## config.mk

```make
export PLATFORM = sky130hd
export DESIGN_NAME = tmea_div
export DESIGN_NICKNAME = d
export VERILOG_FILES = /design/src/hw/rtl/tmea_pkg.sv /design/src/hw/rtl/tmea_div.sv
export SDC_FILE = /design/constraint.sdc
export NUM_CORES = 1
export LEC_CHECK = 0
export BUFFER_PORTS_ARGS = -buffer_cell sky130_fd_sc_hd__buf_4
export CAP_MARGIN = 15
export CELL_PAD_IN_SITES_DETAIL_PLACEMENT = 0
export CELL_PAD_IN_SITES_GLOBAL_PLACEMENT = 1
export CORE_MARGIN = 3
export CORE_UTILIZATION = 45
export CTS_CLUSTER_SIZE = 16
export DETAILED_ROUTE_END_ITERATION = 6
export PLACE_DENSITY = 0.91
export REMOVE_ABC_BUFFERS = 1
export SETUP_SLACK_MARGIN = 0.2
export SLEW_MARGIN = 15
export SYNTH_ARGS = -nofsm -noshare
export SYNTH_HDL_FRONTEND = slang
export SYNTH_SLANG_ARGS = --single-unit
```

## constraint.sdc

```tcl
create_clock -name clk -period 8 [get_ports clk]
set_input_delay 0.8 -clock clk [delete_from_list [all_inputs] [get_ports clk]]
set_output_delay 0.8 -clock clk [all_outputs]
set_load 0.01 [all_outputs]
```

## src/hw/rtl/tmea_pkg.sv

```systemverilog
`timescale 1ns / 1ps

package tmea_pkg;

    // Field widths fixed by the item format.
    localparam int CH_W       = 4;
    localparam int CMD_W      = 2;
    localparam int SAMPLE_W   = 16;
    localparam int CFG_IDX_W  = 2;
    localparam int CFG_DATA_W = 16;

    // Defaults for the top-level parameters.
    localparam int CHANNELS_DEF    = 16;
    localparam int QUEUE_DEPTH_DEF = 4;

    // Width of the shared serial divider's dividend and quotient.
    localparam int DIV_BITS = 96;

    // Command codes on the input channel.
    localparam logic [CMD_W-1:0] CMD_ADD   = 2'd0;
    localparam logic [CMD_W-1:0] CMD_LATCH = 2'd1;
    localparam logic [CMD_W-1:0] CMD_CLEAR = 2'd2;

    // Configuration register indexes.
    localparam logic [CFG_IDX_W-1:0] REG_TRUNC = 2'd0;
    localparam logic [CFG_IDX_W-1:0] REG_LOWER = 2'd1;
    localparam logic [CFG_IDX_W-1:0] REG_UPPER = 2'd2;

    // Operation carried through the queue once an item is classified.
    typedef enum logic [1:0] {
        OP_ADD,
        OP_LATCH,
        OP_CLEAR
    } op_t;

    typedef struct packed {
        op_t                        op;
        logic [CH_W-1:0]            channel;
        logic signed [SAMPLE_W-1:0] sample;
        logic [31:0]                square;
    } q_item_t;

    // One channel's statistics entry.
    typedef struct packed {
        logic [31:0]        count;
        logic signed [47:0] sum;
        logic [63:0]        sq;
        logic [31:0]        mean;
        logic [31:0]        err;
    } chan_entry_t;

    typedef struct packed {
        logic                start;
        logic [DIV_BITS-1:0] num;
        logic [31:0]         den;
    } div_cmd_t;

    typedef struct packed {
        logic                busy;
        logic                done;
        logic [DIV_BITS-1:0] quo;
    } div_rsp_t;

    typedef enum logic [3:0] {
        ST_CLEAR,
        ST_IDLE,
        ST_READ,
        ST_MEAN,
        ST_M2,
        ST_VAR,
        ST_ROOT,
        ST_OUT
    } state_t;

endpackage

```

## src/hw/rtl/tmea_div.sv

```systemverilog
`timescale 1ns / 1ps

module tmea_div (
    input  logic                clk,
    input  logic                rst_n,
    input  tmea_pkg::div_cmd_t  cmd,
    output tmea_pkg::div_rsp_t  rsp
);

    localparam int NB = tmea_pkg::DIV_BITS;
    localparam int CW = $clog2(NB);

    logic            busy_reg;
    logic            done_reg;
    logic [CW-1:0]   cnt_reg;
    logic [NB-1:0]   num_reg;
    logic [NB-1:0]   quo_reg;
    logic [31:0]     rem_reg;
    logic [31:0]     den_reg;
    logic [32:0]     trial;
    logic            fits;

    // Restoring division, one quotient bit per cycle, dividend MSB first.
    assign trial = {rem_reg, num_reg[NB-1]};
    assign fits  = trial >= {1'b0, den_reg};

    always_ff @(posedge clk or negedge rst_n)
    begin
        if (!rst_n)
        begin
            busy_reg <= 1'b0;
            done_reg <= 1'b0;
            cnt_reg  <= '0;
        end
        else
        begin
            done_reg <= 1'b0;
            if (cmd.start && !busy_reg)
            begin
                busy_reg <= 1'b1;
                cnt_reg  <= '0;
            end
            else if (busy_reg)
            begin
                cnt_reg <= cnt_reg + 1'b1;
                if (cnt_reg == CW'(NB-1))
                begin
                    busy_reg <= 1'b0;
                    done_reg <= 1'b1;
                end
            end
        end
    end

    always_ff @(posedge clk)
    begin
        if (cmd.start && !busy_reg)
        begin
            num_reg <= cmd.num;
            den_reg <= cmd.den;
            rem_reg <= '0;
            quo_reg <= '0;
        end
        else if (busy_reg)
        begin
            num_reg <= {num_reg[NB-2:0], 1'b0};
            quo_reg <= {quo_reg[NB-2:0], fits};
            rem_reg <= fits ? 32'(trial - {1'b0, den_reg}) : trial[31:0];
        end
    end

    assign rsp.busy = busy_reg;
    assign rsp.done = done_reg;
    assign rsp.quo  = quo_reg;

endmodule

```

==> run metrics <==
status finished clean; drt total wl ~28000 um; DRT antenna net count 0; commonest non-fill, non-tap cell in the layout nand2_1; DRT iter0 DRCs between 600 and 700; root buffer cell clkbuf_16; fraction of layout instances using a drive strength above 1 0.213; die area 0.0288 mm2; post-CTS setup buffer count 0; unrepaired setup endpoints after global routing no; largest family of logic cells by synthesized area simple AND/OR/NAND/NOR gates; Synth Flop Type edfxtp_1; clock skew approximately 10 ps; Post-Synth Simple-Gate Area 0.210; worst-margin pin slew around 1200 ps; number of synthesized register bits 265; crit path max fanout 100; Max Fclk 0.276 GHz; synth top area cells edfxtp_1 (32%), dfxtp_1 (21%), nand2_1 (13%), nand2b_1 (5.3%), o21ai_0 (4.9%); DR WL/cell 15.2 um; Mapped Area 0.0121 mm2; Via density between 5 and 6; area leader, netlist edfxtp_1; hold slack about 60 ps; Syn Area/Cell 9.53 um2; mux share of post-synthesis cell area 0.0253; leakage power between 6 and 7 nW; final setup fails 0; slew margin rel. 0.233; Resized cells post-CTS 0; Worst R2R Start busy_reg$_DFF_PN0_; compound-gate portion of the synthesized area 0.120; clock sinks 265; busiest grt layer met2; CTS HTree Levels 1; Max clock buf depth 3; grt ovf 0; post-layout min period 3620 ps; Residual DRC 0; crit path kind in -> reg; DP Area roughly 0.014 mm2; unique cell type count in the Yosys netlist 60; PortBufs 228; Post-synth ARST share 0.0340; setup tns final 0 ps; adder-cell share of the synthesized area 0.0359; Worst EP required 8170 ps; core area around 0.026 mm2; maximum VDD drop 0.173 mV; RePlAce Congestion between 0.8 and 0.9; Startpoint Class primary input; post-synthesis sequential area ratio 0.550; Die Span X approximately 170 um; crit path launch cmd[128]; post-DP HPWL 18500 um; Yosys Warn Count 0; cells after synthesis about 1300; Clock Pin Slew Worst Setup and Hold Paths ~60 ps; met3 Use GR 0.0466; detailed-route via count 9173; initial antenna violation count 1; Pwr per Cell Area about 400 mW/mm2; clk_lat worst skew approximately 550 ps; final hold violation count 0; Crit. End Element register; Filler Cell Count between 2000 and 2500; grt met1 use 0.252; most frequent cells in the layout nand2_1 (403), buf_4 (233), edfxtp_1 (128), dfxtp_1 (128), o21ai_0 (119); Critical Path AT approximately 3800 ps; part of the cycle the worst path needs 0.453; Total Routing Usage GR 0.187; Final nets 1624; Post-Synth XOR/XNOR Area 0.0211; top cell type's share of synthesized area 0.319; Initial Util 0.460; vias in the first global route between 8000 and 9000; Post-synth EDFFs 128; Ports 229; TritonCTS buffer count 29; Pins Over Slew Limit 0; num rows 59; met2 usage 0.296; first-pass detailed-route iteration total 5; Max-Cap Viols 0; Hold Path Class in -> async; chip height ~170 um; largest net degree at the start of global routing 106; CTS tree done; hold_buf cts 0; first-pass GRT wire length ~45000 um; Layout area overhead 23.6%; fin area 0.0149 mm2
## report_power, final
group / internal [W] / total, W / switching [W]
registers: 0.00209 / 0.00245 / 0.000359
clock network: 0.000761 / 0.00130 / 0.000538
logic: 0.00115 / 0.00226 / 0.00111
## kinds of logic after synthesis
group,Yosys count
multiplexers,22
flip-flops,265
buffers and inverters,113
adder cells (fa/ha/maj),34
AO/OA/AOI/OAI,231
AND/OR/NAND/NOR,571
XOR/XNOR,29
## area by class of cell
type	instances	area, um2	share of cell area
Antenna cell	1	2.50	0.000168
Clock buffer	46	886	0.0594
Clock inverter	8	56.3	0.00378
Inverter	43	165	0.0111
Multi-Input combinational cell	887	4990	0.335
Sequential cell	265	6640	0.445
Tap cell	335	419	0.0281
Timing Repair Buffer	233	1750	0.117
## cell usage after synthesis, drive strengths merged, types with 9 or more instances
cell type and count:
a21oi 30, a22o 24, buf 11, clkbuf 59
dfrtp 9, dfxtp 128, edfxtp 128, ha 33
inv 43, mux2 20, nand2 403, nand2b 103
nand3 13, nand4 9, nor2 13, o211ai 11
o21ai 120, xnor2 19, xor2 10
## worst max-delay path: stages
cell and delay [ps]:
buf_4 660, nand2b_4 730, inv_4 600, buf_4 830
## routing by layer
metal	part of all wire	wire [um]
met1	0.44	12200
met2	0.46	12700
met5	0	0
met4	0.035	974
met3	0.063	1740
## through the flow
stage	utilization	cells	power [W]	setup WS (ps)
after detailed placement	0.533	1763	0.00474	3800
after CTS	0.569	1817	0.00607	4380
final	0.569	1818	0.00601	4380
after floorplan	-	1195	0.00391	587
after global placement	0.533	1763	0.00467	3800
after global routing	0.569	1818	0.00644	3980
## path summary, 6_finish.rpt
| path | slack (ps) | end | depth (start not counted) |
|---|---|---|---|
| min in group clk | 420 | den_reg[1]$_DFFE_PP_ | 1 |
| worst max register to register | 4640 | den_reg[16]$_DFFE_PP_ | 3 |
| worst min-delay path | 60 | cnt_reg[1]$_DFFE_PN0P_ | 1 |
| max in group asynchronous | 7790 | busy_reg$_DFF_PN0_ | 1 |
| worst min register to register | 470 | quo_reg[0]$_SDFFE_PP0P_ | 2 |
| worst max-delay path | 4380 | den_reg[16]$_DFFE_PP_ | 4 |
(Power assumes the default switching activity.)
