==> config.mk <==
export PLATFORM = sky130hd
export DESIGN_NAME = tmea_queue
export DESIGN_NICKNAME = d
export VERILOG_FILES = /design/src/hw/rtl/tmea_pkg.sv /design/src/hw/rtl/tmea_queue.sv
export SDC_FILE = /design/constraint.sdc
export NUM_CORES = 1
export LEC_CHECK = 0
export BUFFER_PORTS_ARGS = -buffer_cell sky130_fd_sc_hd__buf_2
export CAP_MARGIN = 10
export CORE_MARGIN = 2
export CORE_UTILIZATION = 48
export DETAILED_ROUTE_END_ITERATION = 12
export PLACE_DENSITY = 0.72
export SLEW_MARGIN = 20
export SYNTH_ARGS = -nofsm -noshare
export SYNTH_HDL_FRONTEND = slang
export SYNTH_SLANG_ARGS = --single-unit
==> constraint.sdc <==
create_clock -name clk -period 5.8 [get_ports clk]
set_clock_uncertainty 0.2 [all_clocks]
set_input_delay 0.29 -clock clk [delete_from_list [all_inputs] [get_ports clk]]
set_output_delay 0.29 -clock clk [all_outputs]
set_load 0.005 [all_outputs]
==> src/hw/rtl/tmea_pkg.sv <==
`timescale 1ns / 1ps

package tmea_pkg;

    // Field widths fixed by the item format.
    localparam int CH_W       = 4;
    localparam int CMD_W      = 2;
    localparam int SAMPLE_W   = 16;
    localparam int CFG_IDX_W  = 2;
    localparam int CFG_DATA_W = 16;

    // Defaults for the top-level parameters.
    localparam int CHANNELS_DEF    = 16;
    localparam int QUEUE_DEPTH_DEF = 4;

    // Width of the shared serial divider's dividend and quotient.
    localparam int DIV_BITS = 96;

    // Command codes on the input channel.
    localparam logic [CMD_W-1:0] CMD_ADD   = 2'd0;
    localparam logic [CMD_W-1:0] CMD_LATCH = 2'd1;
    localparam logic [CMD_W-1:0] CMD_CLEAR = 2'd2;

    // Configuration register indexes.
    localparam logic [CFG_IDX_W-1:0] REG_TRUNC = 2'd0;
    localparam logic [CFG_IDX_W-1:0] REG_LOWER = 2'd1;
    localparam logic [CFG_IDX_W-1:0] REG_UPPER = 2'd2;

    // Operation carried through the queue once an item is classified.
    typedef enum logic [1:0] {
        OP_ADD,
        OP_LATCH,
        OP_CLEAR
    } op_t;

    typedef struct packed {
        op_t                        op;
        logic [CH_W-1:0]            channel;
        logic signed [SAMPLE_W-1:0] sample;
        logic [31:0]                square;
    } q_item_t;

    // One channel's statistics entry.
    typedef struct packed {
        logic [31:0]        count;
        logic signed [47:0] sum;
        logic [63:0]        sq;
        logic [31:0]        mean;
        logic [31:0]        err;
    } chan_entry_t;

    typedef struct packed {
        logic                start;
        logic [DIV_BITS-1:0] num;
        logic [31:0]         den;
    } div_cmd_t;

    typedef struct packed {
        logic                busy;
        logic                done;
        logic [DIV_BITS-1:0] quo;
    } div_rsp_t;

    typedef enum logic [3:0] {
        ST_CLEAR,
        ST_IDLE,
        ST_READ,
        ST_MEAN,
        ST_M2,
        ST_VAR,
        ST_ROOT,
        ST_OUT
    } state_t;

endpackage

==> src/hw/rtl/tmea_queue.sv <==
`timescale 1ns / 1ps

module tmea_queue #(
    parameter int DEPTH = tmea_pkg::QUEUE_DEPTH_DEF
) (
    input  logic               clk,
    input  logic               rst_n,
    input  logic               push,
    input  tmea_pkg::q_item_t  push_item,
    output logic               full,
    input  logic               pop,
    output logic               q_valid,
    output tmea_pkg::q_item_t  q_item
);

    localparam int PW = (DEPTH > 1) ? $clog2(DEPTH) : 1;

    tmea_pkg::q_item_t  slot_reg [DEPTH];
    logic [PW-1:0]      wr_ptr_reg;
    logic [PW-1:0]      rd_ptr_reg;
    logic [PW:0]        count_reg;

    assign full    = count_reg == (PW+1)'(DEPTH);
    assign q_valid = count_reg != '0;
    assign q_item  = slot_reg[rd_ptr_reg];

    // Pointers wrap at the depth.
    always_ff @(posedge clk or negedge rst_n)
    begin
        if (!rst_n)
        begin
            wr_ptr_reg <= '0;
            rd_ptr_reg <= '0;
            count_reg  <= '0;
        end
        else
        begin
            if (push)
            begin
                wr_ptr_reg <= (wr_ptr_reg == PW'(DEPTH-1)) ? '0 : wr_ptr_reg + 1'b1;
            end
            if (pop)
            begin
                rd_ptr_reg <= (rd_ptr_reg == PW'(DEPTH-1)) ? '0 : rd_ptr_reg + 1'b1;
            end
            if (push && !pop)
            begin
                count_reg <= count_reg + 1'b1;
            end
            else if (pop && !push)
            begin
                count_reg <= count_reg - 1'b1;
            end
        end
    end

    always_ff @(posedge clk)
    begin
        if (push)
        begin
            slot_reg[wr_ptr_reg] <= push_item;
        end
    end

    a_no_overflow: assert property (@(posedge clk) disable iff (!rst_n) !(push && full && !pop))
        else $error("queue written while full");
    a_no_underflow: assert property (@(posedge clk) disable iff (!rst_n) pop |-> q_valid)
        else $error("queue read while empty");

endmodule

==> impl_metrics.yaml <==
status:
  status: "complete, no violations"
die:
  boundaryPins: 114
  die_width_um: 135
  die_footprint_mm2: 0.0182
  die_h_um: 135
  core_footprint_mm2: 0.0166
  start_util_pct: 49.3
  std_cell_rows: 47
placed_design:
  placement.io_buffers: 113
  place_congestion: 0.671
  dp_worst_setup_slack_ns: 3.05
  dp.final_hpwl_mm: 8.56
yosys:
  yosysWarnings: 0
  synth-seq-area-share_pct: 81.1
  postSynthCellCount: 319
  synthArstFlopShare_pct: 3.14
  post_synth_main_area_contributors: "edfxtp_1 (79%), mux4_2 (15%), dfrtp_1 (2.1%)"
  synth_area_leader_cell: "edfxtp_1"
  netlist.area_leader.share_pct: 79.0
  number_of_storage_elements_in_the_synthesis_netlist: 223
  post_synth_most_frequent_cells: "edfxtp_1 (216), mux4_2 (54), dfrtp_1 (7)"
  yosys.cell_types.count: 18
  post_synth_instance_area_mm2: 0.00821
  synth-edff-count: 216
  synth_top_flop_cell: "edfxtp_1"
  synth_most_common_cell: "edfxtp_1"
  synth.avg_cell_area_um2: 25.7
  synth.net_count: 384
pwr:
  p_leak_uw: 0.00361
  ir_worst_vdd_mv: 0.357
  power-per-cell-area_mw_per_mm2: 467
timing:
  final.setup.worst_slack_ns: 2.60
  setup_tns_ns: 0
  final-max-slew-violation-count: 0
  slew_margin_rel_pct: 50.1
  layout_worst_path_cycle_share_pct: 55.1
  measured_slew_at_the_worst_slew_check_pin_ns: 0.749
  setup_viol: 0
  report.final.hold_viol_count: 0
  max_freq_mhz: 313
  setup_repair_after_global_routing_missed_its_margin: "no"
  period_minus_slack_ns: 3.20
clocking:
  clock-root-buffer: "clkbuf_16"
  clk_sinks: 223
  htree_levels: 1
  cts_buffers: 24
  clock_latency_ns: 0.50
  clk_pin_slew_ns: 0.06
  cts_tree: "yes"
  maximum_number_of_buffers_from_clock_root_to_sink: 3
  cts-hold-fix-buffers: 58
  postCtsSetupBuffers: 0
  cts-resized-gates: 0
detailed_routing:
  finalWirelength_mm: 15.0
  route.antenna.remaining_nets: 0
  vias_per_cell: 5.30
  routedWlPerCell_um: 20.2
  drc_errors: 0
  via_count: 3951
  detailedRoute.firstIterationViolations: 253
  dr.pass1.iters: 6
grt:
  grt_usage_pct: 16.9
  grt_antenna_before_repair: 1
  grt-ovfl-total: 0
  first_global_vias: 4320
  grt_start_max_net_pins: 38
  grt_first_pass_wirelength_mm: 23.3
worst_hold_path:
  hp-class: "reg -> reg"
layout:
  finalNetCount: 575
  area_growth_syn_to_layout_pct: 26.0
  final_core_util_pct: 62.2
  largest_register_ffs: 216
  drive_gt1_share_pct: 41.0
critical_path:
  worst_ep_arrival_time_ns: 2.71
  cp_max_fo: 36
  cp-end-kind: "output pin"
  timing.critical_path.from_type: "register"
  worst_ep_required_time_ns: 5.31
  r2r_slack_ns: 3.39
  crit_type: "reg -> out"
run:
  cap_viol_max_count: 0
metrics by stage:
stage          std cells  hold WS (ns)  area, um^2  total power (uW)
2_1_floorplan        319        -0.206        8210              2980
3_3_place_gp         646       -0.0617        9010              3400
3_5_place_dp         646       -0.0546        9010              3430
4_1_cts              744         0.283       10300              4910
5_1_grt              745         0.312       10300              5070
6_report             745         0.297       10300              4830
critical path, cell delays in order (launching register included):
cell and delay, ns:
dfrtp_4 0.71, buf_4 0.67, mux4_2 0.61, buf_2 0.15
cell type report:
type | instances | area [um^2]
Sequential cell | 223 | 6670
Fill cell | 1172 | 6300
Multi-Input combinational cell | 80 | 1440
Timing Repair Buffer | 177 | 1190
Clock buffer | 31 | 648
Tap cell | 220 | 275
Clock inverter | 9 | 101
Inverter | 4 | 15.0
Antenna cell | 1 | 2.50
where the power goes:
group	switching (uW)	total (uW)	leakage [uW]	internal, uW
clock network	566	1440	0.000369	873
registers	143	2220	0.00206	2070
logic	553	1180	0.00118	626
cells in the final DEF (no fill, tap or decap):
master / synthesis / routed
or3_1: 1 / 1
clkinv_4: 0 / 2
nor3b_1: 1 / 1
bufinv_16: 0 / 2
edfxtp_1: 216 / 216
inv_1: 4 / 4
dfrtp_1: 7 / 5
dfrtp_4: 0 / 1
buf_4: 1 / 6
diode_2: 0 / 1
clkbuf_16: 0 / 25
ha_1: 6 / 6
dfrtp_2: 0 / 1
clkbuf_1: 0 / 6
xnor2_1: 1 / 1
buf_2: 6 / 113
clkinv_2: 0 / 4
and2_2: 0 / 4
dlygate4sd3_1: 0 / 58
mux2_2: 3 / 3
nor2_1: 3 / 3
o21ai_0: 2 / 2
mux4_2: 54 / 54
xor2_1: 2 / 2
clkinv_1: 0 / 1
fa_1: 1 / 1
nand2_1: 2 / 2
layer usage:
layer	up-vias	global-route usage [%]	share of wire, %
li1	1745	-	-
met1	2057	21.8	42
met2	121	29.3	50
met3	28	3.83	5.9
met4	0	4.62	1.9
met5	-	0	0
cell families (layout without fill, tap and decap cells):
family / Yosys count / after routing / synth area share [%]
buf+inv: 16 / 221 / 1.33
other cells: 0 / 1 / 0
fa+ha+maj: 7 / 7 / 1.16
flops: 223 / 223 / 81.1
xor+xnor: 3 / 3 / 0.320
simple gates: 11 / 11 / 0.701
mux: 57 / 57 / 15.2
compound gates: 2 / 2 / 0.122
worst paths after layout:
check,startpoint,end,cells past startpoint
worst min register to register,count_reg[2]$_DFFE_PN0P_,count_reg[2]$_DFFE_PN0P_,1
worst min-delay path,count_reg[2]$_DFFE_PN0P_,count_reg[2]$_DFFE_PN0P_,1
max in group asynchronous,rst_n,rd_ptr_reg[0]$_DFFE_PN0P_,3
worst max register to register,wr_ptr_reg[1]$_DFFE_PN0P_,slot_reg[1][23]$_DFFE_PP_,4
worst max-delay path,rd_ptr_reg[0]$_DFFE_PN0P_,q_item[32],3
min in group asynchronous,rst_n,wr_ptr_reg[0]$_DFFE_PN0P_,3
Note: power is estimated with default switching activity, not from simulation.
