<file path="src/hw/rtl/tmea_pkg.sv">
`timescale 1ns / 1ps

package tmea_pkg;

    // Field widths fixed by the item format.
    localparam int CH_W       = 4;
    localparam int CMD_W      = 2;
    localparam int SAMPLE_W   = 16;
    localparam int CFG_IDX_W  = 2;
    localparam int CFG_DATA_W = 16;

    // Defaults for the top-level parameters.
    localparam int CHANNELS_DEF    = 16;
    localparam int QUEUE_DEPTH_DEF = 4;

    // Width of the shared serial divider's dividend and quotient.
    localparam int DIV_BITS = 96;

    // Command codes on the input channel.
    localparam logic [CMD_W-1:0] CMD_ADD   = 2'd0;
    localparam logic [CMD_W-1:0] CMD_LATCH = 2'd1;
    localparam logic [CMD_W-1:0] CMD_CLEAR = 2'd2;

    // Configuration register indexes.
    localparam logic [CFG_IDX_W-1:0] REG_TRUNC = 2'd0;
    localparam logic [CFG_IDX_W-1:0] REG_LOWER = 2'd1;
    localparam logic [CFG_IDX_W-1:0] REG_UPPER = 2'd2;

    // Operation carried through the queue once an item is classified.
    typedef enum logic [1:0] {
        OP_ADD,
        OP_LATCH,
        OP_CLEAR
    } op_t;

    typedef struct packed {
        op_t                        op;
        logic [CH_W-1:0]            channel;
        logic signed [SAMPLE_W-1:0] sample;
        logic [31:0]                square;
    } q_item_t;

    // One channel's statistics entry.
    typedef struct packed {
        logic [31:0]        count;
        logic signed [47:0] sum;
        logic [63:0]        sq;
        logic [31:0]        mean;
        logic [31:0]        err;
    } chan_entry_t;

    typedef struct packed {
        logic                start;
        logic [DIV_BITS-1:0] num;
        logic [31:0]         den;
    } div_cmd_t;

    typedef struct packed {
        logic                busy;
        logic                done;
        logic [DIV_BITS-1:0] quo;
    } div_rsp_t;

    typedef enum logic [3:0] {
        ST_CLEAR,
        ST_IDLE,
        ST_READ,
        ST_MEAN,
        ST_M2,
        ST_VAR,
        ST_ROOT,
        ST_OUT
    } state_t;

endpackage

</file>
<file path="src/hw/rtl/tmea_item_if.sv">
`timescale 1ns / 1ps

interface tmea_item_if;
    logic                                 valid;
    logic                                 ready;
    logic [tmea_pkg::CMD_W-1:0]           cmd;
    logic [tmea_pkg::CH_W-1:0]            channel;
    logic signed [tmea_pkg::SAMPLE_W-1:0] sample;

    modport source (output valid, cmd, channel, sample, input ready);
    modport sink (input valid, cmd, channel, sample, output ready);
endinterface

</file>
<file path="src/hw/rtl/tmea_cfg_if.sv">
`timescale 1ns / 1ps

interface tmea_cfg_if;
    logic                               valid;
    logic                               ready;
    logic [tmea_pkg::CFG_IDX_W-1:0]     index;
    logic [tmea_pkg::CFG_DATA_W-1:0]    data;

    modport source (output valid, index, data, input ready);
    modport sink (input valid, index, data, output ready);
endinterface

</file>
<file path="src/hw/rtl/tmea_front.sv">
`timescale 1ns / 1ps

module tmea_front #(
    parameter int CHANNELS = tmea_pkg::CHANNELS_DEF
) (
    input  logic               clk,
    input  logic               rst_n,
    tmea_item_if.sink          items,
    tmea_cfg_if.sink           cfg,
    input  logic               q_full,
    input  logic               clearing,
    output logic               push,
    output tmea_pkg::q_item_t  push_item
);

    logic                                 trunc_reg;
    logic signed [tmea_pkg::SAMPLE_W-1:0] lower_reg;
    logic signed [tmea_pkg::SAMPLE_W-1:0] upper_reg;
    logic                                 accept;
    logic                                 in_range;
    logic                                 in_bounds;
    logic signed [31:0]                   square;

    // Configuration writes are always taken.
    assign cfg.ready = 1'b1;

    always_ff @(posedge clk or negedge rst_n)
    begin
        if (!rst_n)
        begin
            trunc_reg <= 1'b0;
            lower_reg <= 16'sh8000;
            upper_reg <= 16'sh7fff;
        end
        else if (cfg.valid)
        begin
            if (cfg.index == tmea_pkg::REG_TRUNC)
            begin
                trunc_reg <= cfg.data[0];
            end
            else if (cfg.index == tmea_pkg::REG_LOWER)
            begin
                lower_reg <= cfg.data;
            end
            else if (cfg.index == tmea_pkg::REG_UPPER)
            begin
                upper_reg <= cfg.data;
            end
        end
    end

    // Classify the item: drop those that cannot change any state.
    assign items.ready = !q_full && !clearing;
    assign accept      = items.valid && items.ready;
    assign in_range    = 32'(items.channel) < CHANNELS;
    assign in_bounds   = !trunc_reg || (items.sample >= lower_reg && items.sample <= upper_reg);
    assign square      = items.sample * items.sample;

    always_comb
    begin
        push_item.channel = items.channel;
        push_item.sample  = items.sample;
        push_item.square  = 32'(square);
        push_item.op      = tmea_pkg::OP_ADD;
        push              = 1'b0;
        if (items.cmd == tmea_pkg::CMD_ADD)
        begin
            push_item.op = tmea_pkg::OP_ADD;
            push         = accept && in_range && in_bounds;
        end
        else if (items.cmd == tmea_pkg::CMD_LATCH)
        begin
            push_item.op = tmea_pkg::OP_LATCH;
            push         = accept && in_range;
        end
        else if (items.cmd == tmea_pkg::CMD_CLEAR)
        begin
            push_item.op = tmea_pkg::OP_CLEAR;
            push         = accept && in_range;
        end
    end

endmodule

</file>
<file path="src/flat_wrapper.sv">
// flat-port wrapper written by rule: the top's interface ports become plain ports
module tmea_front_flat 
#(
    parameter int CHANNELS = tmea_pkg::CHANNELS_DEF
)
  (clk, rst_n, q_full, clearing, push, push_item, items_valid, items_cmd, items_channel, items_sample, items_ready, cfg_valid, cfg_index, cfg_data, cfg_ready);
  tmea_item_if items_i ();
  tmea_cfg_if cfg_i ();
  input  logic clk;
  input  logic rst_n;
  input  logic q_full;
  input  logic clearing;
  output logic push;
  output tmea_pkg::q_item_t push_item;
  input wire logic [$bits(items_i.valid)-1:0] items_valid;
  input wire logic [$bits(items_i.cmd)-1:0] items_cmd;
  input wire logic [$bits(items_i.channel)-1:0] items_channel;
  input wire logic [$bits(items_i.sample)-1:0] items_sample;
  output wire logic [$bits(items_i.ready)-1:0] items_ready;
  input wire logic [$bits(cfg_i.valid)-1:0] cfg_valid;
  input wire logic [$bits(cfg_i.index)-1:0] cfg_index;
  input wire logic [$bits(cfg_i.data)-1:0] cfg_data;
  output wire logic [$bits(cfg_i.ready)-1:0] cfg_ready;
  assign items_i.valid = items_valid;
  assign items_i.cmd = items_cmd;
  assign items_i.channel = items_channel;
  assign items_i.sample = items_sample;
  assign items_ready = items_i.ready;
  assign cfg_i.valid = cfg_valid;
  assign cfg_i.index = cfg_index;
  assign cfg_i.data = cfg_data;
  assign cfg_ready = cfg_i.ready;
  tmea_front #(.CHANNELS(CHANNELS)) u_core (.clk(clk), .rst_n(rst_n), .items(items_i), .cfg(cfg_i), .q_full(q_full), .clearing(clearing), .push(push), .push_item(push_item));
endmodule
</file>
<file path="config.mk">
export PLATFORM = sky130hd
export DESIGN_NAME = tmea_front_flat
export DESIGN_NICKNAME = d
export VERILOG_FILES = /design/src/hw/rtl/tmea_pkg.sv /design/src/hw/rtl/tmea_item_if.sv /design/src/hw/rtl/tmea_cfg_if.sv /design/src/hw/rtl/tmea_front.sv /design/src/flat_wrapper.sv
export SDC_FILE = /design/constraint.sdc
export NUM_CORES = 1
export LEC_CHECK = 0
export BUFFER_PORTS_ARGS = -buffer_cell sky130_fd_sc_hd__buf_2
export CORE_UTILIZATION = 50
export DETAILED_ROUTE_END_ITERATION = 7
export GPL_TIMING_DRIVEN = 1
export PLACE_DENSITY = 0.69
export SLEW_MARGIN = 0
export SYNTH_ARGS = -nofsm -noshare
export SYNTH_HDL_FRONTEND = slang
export SYNTH_SLANG_ARGS = --single-unit
export TNS_END_PERCENT = 20
</file>
<file path="constraint.sdc">
create_clock -name clk -period 6.8 [get_ports clk]
set_input_delay 0.34 -clock clk [delete_from_list [all_inputs] [get_ports clk]]
set_output_delay 0.34 -clock clk [all_outputs]
set_load 0.005 [all_outputs]
</file>
==> impl_metrics.yaml <==
status:
  status: "finished, violations left"
  violations: "DRC"
cts:
  clk_pin_slew_ns: 0.05
  clock_latency_ns: 0.28
  cts_tree: "done"
  cts_root_buffer: "clkbuf_16"
  cts_sinks: 33
  cts_buffer_depth: 2
  h-tree-depth: 2
  numCtsBuffers: 5
die:
  coreArea_um2: 22000
  die_h_um: 153
  ios: 103
  num_rows: 54
  dieArea_um2: 23300
  start_util: 0.516
  die_w_um: 153
synthesis:
  synth_seq_area_share: 0.0744
  synth_cell_types: 63
  syn_inst: 1230
  synth-async-reset-ratio: 1.00
  synthTopCellsByArea: "fa_1 (41%), ha_1 (13%), inv_1 (12%)"
  yosysMostFrequentCell: "inv_1"
  synth.top_cell.area_share: 0.410
  yosys.area.top_type: "fa_1"
  synth-seq-cells: 33
  yosys-top-cells-count: "inv_1 (375), fa_1 (233), ha_1 (119)"
  yosysWarnings: 0
  avgSynthCellArea_um2: 9.24
  syn_area_um2: 11400
  synth_edf_count: 0
  synth.net_count: 1628
  ys.flop_type: "dfrtp_1"
global_route:
  grt_pass1_wl_um: 40100
  antenna_found_initial: 0
  grt_overflow: 0
  grt_pass1_vias: 8487
  track_usage: 0.214
  grt_max_degree: 34
timing:
  drv_slew: 0
  fin_setup_tns_ns: 0
  maxClockFrequency_ghz: 0.153
  hold_viol: 0
  period_share: 0.962
  layout_setup_ws_ns: 0.255
  min_period_ns: 6.54
  fin_worst_skew_ns: 0
  rsz0062_at_grt: "yes"
  worst_slew_pin_slew_ns: 0.951
  slew_headroom: 0.364
  finalSetupViolCount: 0
setup_path:
  path_max_fanout: 18
  worstReg2RegStart: "u_core.lower_reg[0]"
  timing.critical_path.mode_cell: "fa_1"
  slowest_stage: "fa_1"
  cp-end-kind: "output port"
  startpoint: "items_sample[7]"
  rrSetupSlack_ns: 6.02
  cpPeakStageDelay_ns: 0.59
  r2r_end: "u_core.lower_reg[0]"
  r2r_cells: 1
  worstSetupStartpointType: "input pin"
  worstPathRequired_ns: 6.46
  critPathKind: "input pin to output port"
  path_cells: "clkbuf_4 > inv_1 > fa_1 > inv_1 > fa_1 > inv_1 > fa_1 > inv_1 > fa_1 > fa_1 > fa_1 > ha_1 > inv_2 > nor3_1 > o311ai_4 > a21oi_2 > a2bb2oi_1 > mux2i_1 > o2111ai_1 > buf_2"
  arrival_ns: 6.20
route:
  drtIter0Drc: 292
  viasPerCell: 5.12
  avgRoutedWirePerCell_um: 15.3
  antenna_left: 0
  vias: 8068
  finalWirelength_um: 24100
  drt-pass1-iter-count: 8
  drc: 2
placed_design:
  place.gp.congestion: 0.866
  numPortBuffers: 92
  dpl_worst_slack_ns: 0.119
  hpwlAfterDp_um: 21000
job:
  maxCapViolations: 0
worst_hold_path:
  hold_path.class: "input pin to asynchronous set/reset pin"
layout:
  area_delta_synth_final_pct: 7.44
  drive_above_1_share: 0.141
  final_util: 0.555
  num-fill-cells: 2042
  nets: 1692
  antennaDiodeCount: 0
[logic make-up (layout without fill, tap and decap cells)]
group | Yosys count | count (layout) | synth area share
other | 2 | 2 | 0.000661
buffers and inverters | 430 | 495 | 0.150
adders and majority gates | 352 | 352 | 0.541
and+or+nand+nor | 222 | 222 | 0.0922
AOI/OAI and AO/OA | 110 | 110 | 0.0713
DFF | 33 | 33 | 0.0744
xor gates and xnor gates | 44 | 44 | 0.0339
muxes | 37 | 37 | 0.0364
[metrics by stage]
step	hold WS, ns	cell area, um^2	cells
floorplan	0.0444	11400	1230
global placement	0.436	12000	1567
detailed placement	0.449	12000	1567
CTS	0.153	12200	1575
global route	0.188	12200	1575
finish	0.129	12200	1575
[cells in the final DEF (no fill, tap or decap), types with 3 or more instances in the layout]
master     Yosys  final
and2_1        39     39
o21ai_0        9      9
a31o_2         3      3
o21bai_1       3      3
nand2b_1       3      3
a31oi_1        3      3
fa_1         233    233
nand2_1       94     94
a2111oi_0      3      3
dfstp_2       16     16
o21ai_1        3      3
nor3b_1        3      3
nor3_1         8      8
a21o_1        18     18
xnor2_1       34     34
clkbuf_16      0      5
mux2_2        35     35
nor2_1        41     41
o21a_1         9      9
nor2b_1        7      7
clkbuf_4       0      3
buf_4         23     19
nand4_1        8      8
ha_1         119    119
nand3_1        7      7
and3_1         3      3
xor2_1        10     10
inv_1        375    375
buf_2          3     89
a21oi_1       28     28
o211ai_1       3      3
nand3b_1       3      3
dfrtp_1       17     17
[routing by layer]
metal,up-vias,global-route usage,routed length [um]
met5,-,0,0
met4,0,0.0481,479
met3,31,0.0230,935
met2,168,0.405,13100
met1,4090,0.261,9590
li1,3779,-,-
[what timing repair did]
action,in CTS,in global routing
hold endpoints to repair,0,0
hold buffers,0,0
setup endpoints to repair,0,2
buffers inserted,0,0
resized for setup,0,4
[worst max path at each step]
| stage | slack [ns] | end | cells after the start |
|---|---|---|---|
| 2_1_floorplan | 0.56 | push_item[29] | 19 |
| 5_1_grt | -0.03 | push_item[29] | 21 |
| 3_3_place_gp | 0.18 | push_item[29] | 20 |
| 4_1_cts | 0.12 | push_item[29] | 20 |
| 6_report | 0.26 | push_item[29] | 20 |
| 3_5_place_dp | 0.12 | push_item[29] | 20 |
[worst max-delay path: cells and delay by family]
family / cells / cell delay [ns]
fa+ha+maj: 7 / 3.39
buf+inv: 7 / 0.90
mux: 1 / 0.24
compound gates: 4 / 0.96
simple gates: 1 / 0.33
[cell type report]
cell class              instances  area [um^2]  area share
clock buffers                   7          143      0.0117
clock inverters                 1         30.0     0.00246
inverters                     376         1410       0.116
multi-input cells             767         8820       0.722
flip-flops and latches         33          846      0.0692
well taps                     280          350      0.0287
repair buffers                111          611      0.0500
Power is left out: the tool's default activity adds up to more than one toggle a clock period on the data nets, which glitch-free logic cannot reach.
